$ cat config.mk
export PLATFORM = sky130hd
export DESIGN_NAME = bxds_avg
export DESIGN_NICKNAME = d
export VERILOG_FILES = /design/src/sv/bxds_pkg.sv /design/src/sv/bxds_avg.sv
export SDC_FILE = /design/constraint.sdc
export NUM_CORES = 1
export LEC_CHECK = 0
export BUFFER_PORTS_ARGS = -buffer_cell sky130_fd_sc_hd__buf_2
export CAP_MARGIN = 20
export CORE_UTILIZATION = 51
export DETAILED_ROUTE_END_ITERATION = 10
export GPL_TIMING_DRIVEN = 0
export PLACE_DENSITY = 0.94
export SKIP_LAST_GASP = 1
export SLEW_MARGIN = 5
export SYNTH_ARGS = -nofsm -noshare
export SYNTH_HDL_FRONTEND = slang
export SYNTH_SLANG_ARGS = --single-unit
$ cat constraint.sdc
create_clock -name vclk -period 4.82
set_input_delay 0.482 -clock vclk [all_inputs]
set_output_delay 0.482 -clock vclk [all_outputs]
set_load 0.01 [all_outputs]
$ cat src/sv/bxds_pkg.sv
package bxds_pkg;

  localparam int unsigned CH_W    = 8;
  localparam int unsigned NUM_CH  = 4;
  localparam int unsigned SUM_W   = 10;
  localparam int unsigned DIM_W   = 13;
  localparam int unsigned ROW_W   = 13;
  localparam int unsigned CC_W    = 3;
  localparam int unsigned IDX_W   = 2;

  typedef logic [IDX_W-1:0] cfg_index_t;
  typedef logic [DIM_W-1:0] cfg_data_t;

  localparam cfg_index_t REG_SRC_WIDTH     = 2'd0;
  localparam cfg_index_t REG_SRC_HEIGHT    = 2'd1;
  localparam cfg_index_t REG_CHANNEL_COUNT = 2'd2;

  localparam logic [DIM_W-1:0] SRC_WIDTH_RESET     = 13'd4096;
  localparam logic [DIM_W-1:0] SRC_HEIGHT_RESET    = 13'd4096;
  localparam logic [CC_W-1:0]  CHANNEL_COUNT_RESET = 3'd1;

  typedef logic [NUM_CH-1:0][CH_W-1:0]  pixel_t;
  typedef logic [NUM_CH-1:0][SUM_W-1:0] sum_word_t;

  typedef struct packed {
    logic              odd_col;
    logic              odd_row;
    logic [NUM_CH-1:0] lane_en;
    sum_word_t         near;
    logic              row_end;
    logic              frame_end;
  } blk_info_t;

endpackage

$ cat src/sv/bxds_avg.sv
module bxds_avg (
  input  bxds_pkg::blk_info_t info,
  input  bxds_pkg::sum_word_t above,
  output bxds_pkg::pixel_t    result
);

  always_comb begin
    logic [bxds_pkg::SUM_W-1:0] up;
    logic [bxds_pkg::SUM_W:0]   sum;
    for (int c = 0; c < bxds_pkg::NUM_CH; c++) begin
      up  = info.odd_row ? above[c] : info.near[c];
      sum = (bxds_pkg::SUM_W+1)'(up) + (bxds_pkg::SUM_W+1)'(info.near[c])
          + (info.odd_col ? 11'd2 : 11'd1);
      if (!info.lane_en[c]) begin
        result[c] = '0;
      end else if (info.odd_col) begin
        result[c] = sum[9:2];
      end else begin
        result[c] = sum[8:1];
      end
    end
  end

endmodule

==> summary.md <==
| Metric | Value |
|---|---|
| Status | `complete, no violations` |
| Gp weighted congestion | `0.898` |
| Detail Route Antenna Nets | `0` |
| Total power draw | `630 uW` |
| Largest stage delay, worst path | `610 ps` |
| Peak supply drop | `0.0907 mV` |
| # clk buffers | `0` |
| Syn_nets | `505` |
| Yosys warning count | `0` |
| Initial antenna violation count | `0` |
| Sequential share of power | `0` |
| WL/cell | `14.5 microns` |
| Ratio of cells with drive above 1 in the final layout | `0.357` |
| Postcts setup bufs | `0` |
| First-pass iteration count of the detailed router | `4` |
| Critical Path Sink Type | `primary output` |
| Fin Setup TNS | `0 ps` |
| DP Worst Slack | `198 ps` |
| DRT iter0 DRCs | `141` |
| Worst EP required | `4340 ps` |
| # fillers | `439` |
| Worst-path fanout max | `15` |
| Chip height | `76.3 microns` |
| IO Port Bufs | `118` |
| CTS resizes | `0` |
| Largest net degree at the start of global routing | `16` |
| Vias in the first global route | `3019` |
| Internal power | `284 uW` |
| Area added between synthesis and finish | `24.0%` |
| Slew headroom | `0.585` |
| Power share of the clock group | `0` |
| Chip Width | `76.3 microns` |
| Vias per cell | `5.81` |
| PwrDens | `180 nW/um^2` |
| All-Layer GR Usage | `0.261` |
| Syn_area_per_cell | `8.17 sq um` |
| Switching share of total power | `0.549` |
| Via Count | `3091` |
| Final Max Slew Viols | `0` |
| DP HPWL | `6450 microns` |
| Register Area | `0 sq um` |
| Endpoints failing setup | `0` |
| Core area | `5200 sq um` |
| Die ar. | `5830 sq um` |
| Fin nets | `624` |
| Post-cts hold buffer count | `0` |
| Worst path cell trace | `buf_2, clkinv_1, clkbuf_2, fa_1, inv_1, ha_1, fa_1, a211oi_1, nor3_1, a211oi_2, nor3_1, a2111oi_2, buf_2` |
| Fmax | `227 MHz` |
| Initial Util | `0.542` |
| WL final | `7720 microns` |
| FFs & Latches | `0` |
| Worst path slowest cell | `fa_1` |
| Tmin final | `4400 ps` |
| Setup Crit Path Kind | `primary input to primary output` |
| Worst EP arrival | `3920 ps` |
| Grt ovf | `0` |
| Synth cell types | `39` |
| Io pins | `120` |
| Residual DRC | `0` |
| Post-route setup slack | `417 ps` |
| Max cap viols | `0` |
| Placed inst area | `3500 sq um` |
| First-pass GRT wire length | `13000 microns` |
| CP startpoint kind | `primary input` |
| Comb pwr share | `1.000` |
| Sw Pwr | `346 uW` |
| # rows | `26` |
| Synth Instances | `345` |
| Leak | `0.00189 uW` |
| Ant diodes | `0` |
| Design area | `3490 sq um` |
| Seq/Total Area, Yosys | `0` |
| RSZ-0062 raised after global routing | `no` |
| Fin crit share | `0.913` |
| Final hold vios | `0` |
| Min-Delay Path Class | `primary input to primary output` |
| Worst-Margin Slew | `623 ps` |
| Syn Std Cell Area | `2820 sq um` |
| Hold Path Cell Cnt | `4` |
## per-stage QoR
step / utilization / cells / hold WS, ps
3_5_place_dp: 0.672 / 533 / 1340
2_1_floorplan: - / 345 / 1120
4_1_cts: 0.672 / 533 / 1340
6_report: 0.671 / 532 / 1350
3_3_place_gp: 0.672 / 533 / 1340
5_1_grt: 0.671 / 532 / 1400
## critical path: cells and delay by family
family	cells	cell delay [ps]
and+or+nand+nor	2	220
adders and majority gates	3	1270
buffers and inverters	5	1040
AOI/OAI and AO/OA	3	900
## cell usage in the layout (no fill, tap or decap), types with 6 or more instances in the layout
cell type	synthesis	layout
a211oi_1	13	13
a21o_1	18	18
a21oi_1	24	24
buf_2	3	121
fa_1	8	8
ha_1	64	64
inv_1	18	18
mux2_2	32	32
mux2i_1	12	12
nand2_1	21	21
nand3_1	7	7
nand4_1	6	6
nor2_1	24	24
nor3_1	8	8
o21ai_0	13	13
xnor2_1	14	14
xor2_1	14	14
## layer usage
layer / vias to the layer above / track usage / part of all wire
met5: - / 0 / 0
met4: 0 / 0.0442 / 0.015
met3: 16 / 0.00719 / 0.038
met2: 107 / 0.523 / 0.53
met1: 1437 / 0.306 / 0.42
li1: 1531 / - / -
## power groups by stage
stage / clock network, uW / logic (uW) / registers [uW]
3_3_place_gp: 0 / 591 / 0
2_1_floorplan: 0 / 443 / 0
5_1_grt: 0 / 697 / 0
3_5_place_dp: 0 / 618 / 0
4_1_cts: 0 / 624 / 0
6_report: 0 / 630 / 0
## cell usage after synthesis (3+ instances only)
master,instances,area [sq um]
nand2_1,21,78.8
clkbuf_1,3,11.3
mux2_2,32,360
o22ai_1,4,25.0
o21bai_1,4,30.0
xor2_1,14,123
fa_1,8,160
xnor2_1,14,123
a21oi_1,24,120
a21o_1,18,135
a211oi_2,4,50.1
buf_2,3,15.0
nand4_1,6,37.5
ha_1,64,801
inv_1,18,67.6
a31oi_1,4,25.0
nand3_1,7,35.0
o21ai_0,13,65.1
nor2_1,24,90.1
nor3_1,8,40.0
buf_1,4,15.0
a211oi_1,13,97.6
mux2i_1,12,120
and3_1,3,18.8
## final timing paths
path | from | end | slack [ps]
hold / removal | info[45] | result[28] | 1350
setup / recovery | info[47] | result[31] | 420
## kinds of logic after synthesis
| logic type | share of synthesized area |
|---|---|
| and+or+nand+nor | 0.124 |
| AOI/OAI and AO/OA | 0.233 |
| muxes | 0.170 |
| buffers and inverters | 0.0439 |
| adders and majority gates | 0.341 |
| xor gates and xnor gates | 0.0870 |
## final cells by class
| type | count | area [sq um] | area share |
|---|---|---|---|
| buffer | 10 | 50.0 | 0.0143 |
| inverter | 19 | 71.3 | 0.0204 |
| multi-input combinational | 315 | 2700 | 0.771 |
| tap | 70 | 87.6 | 0.0251 |
| timing repair buffer | 118 | 591 | 0.169 |
(Power assumes the default switching activity.)
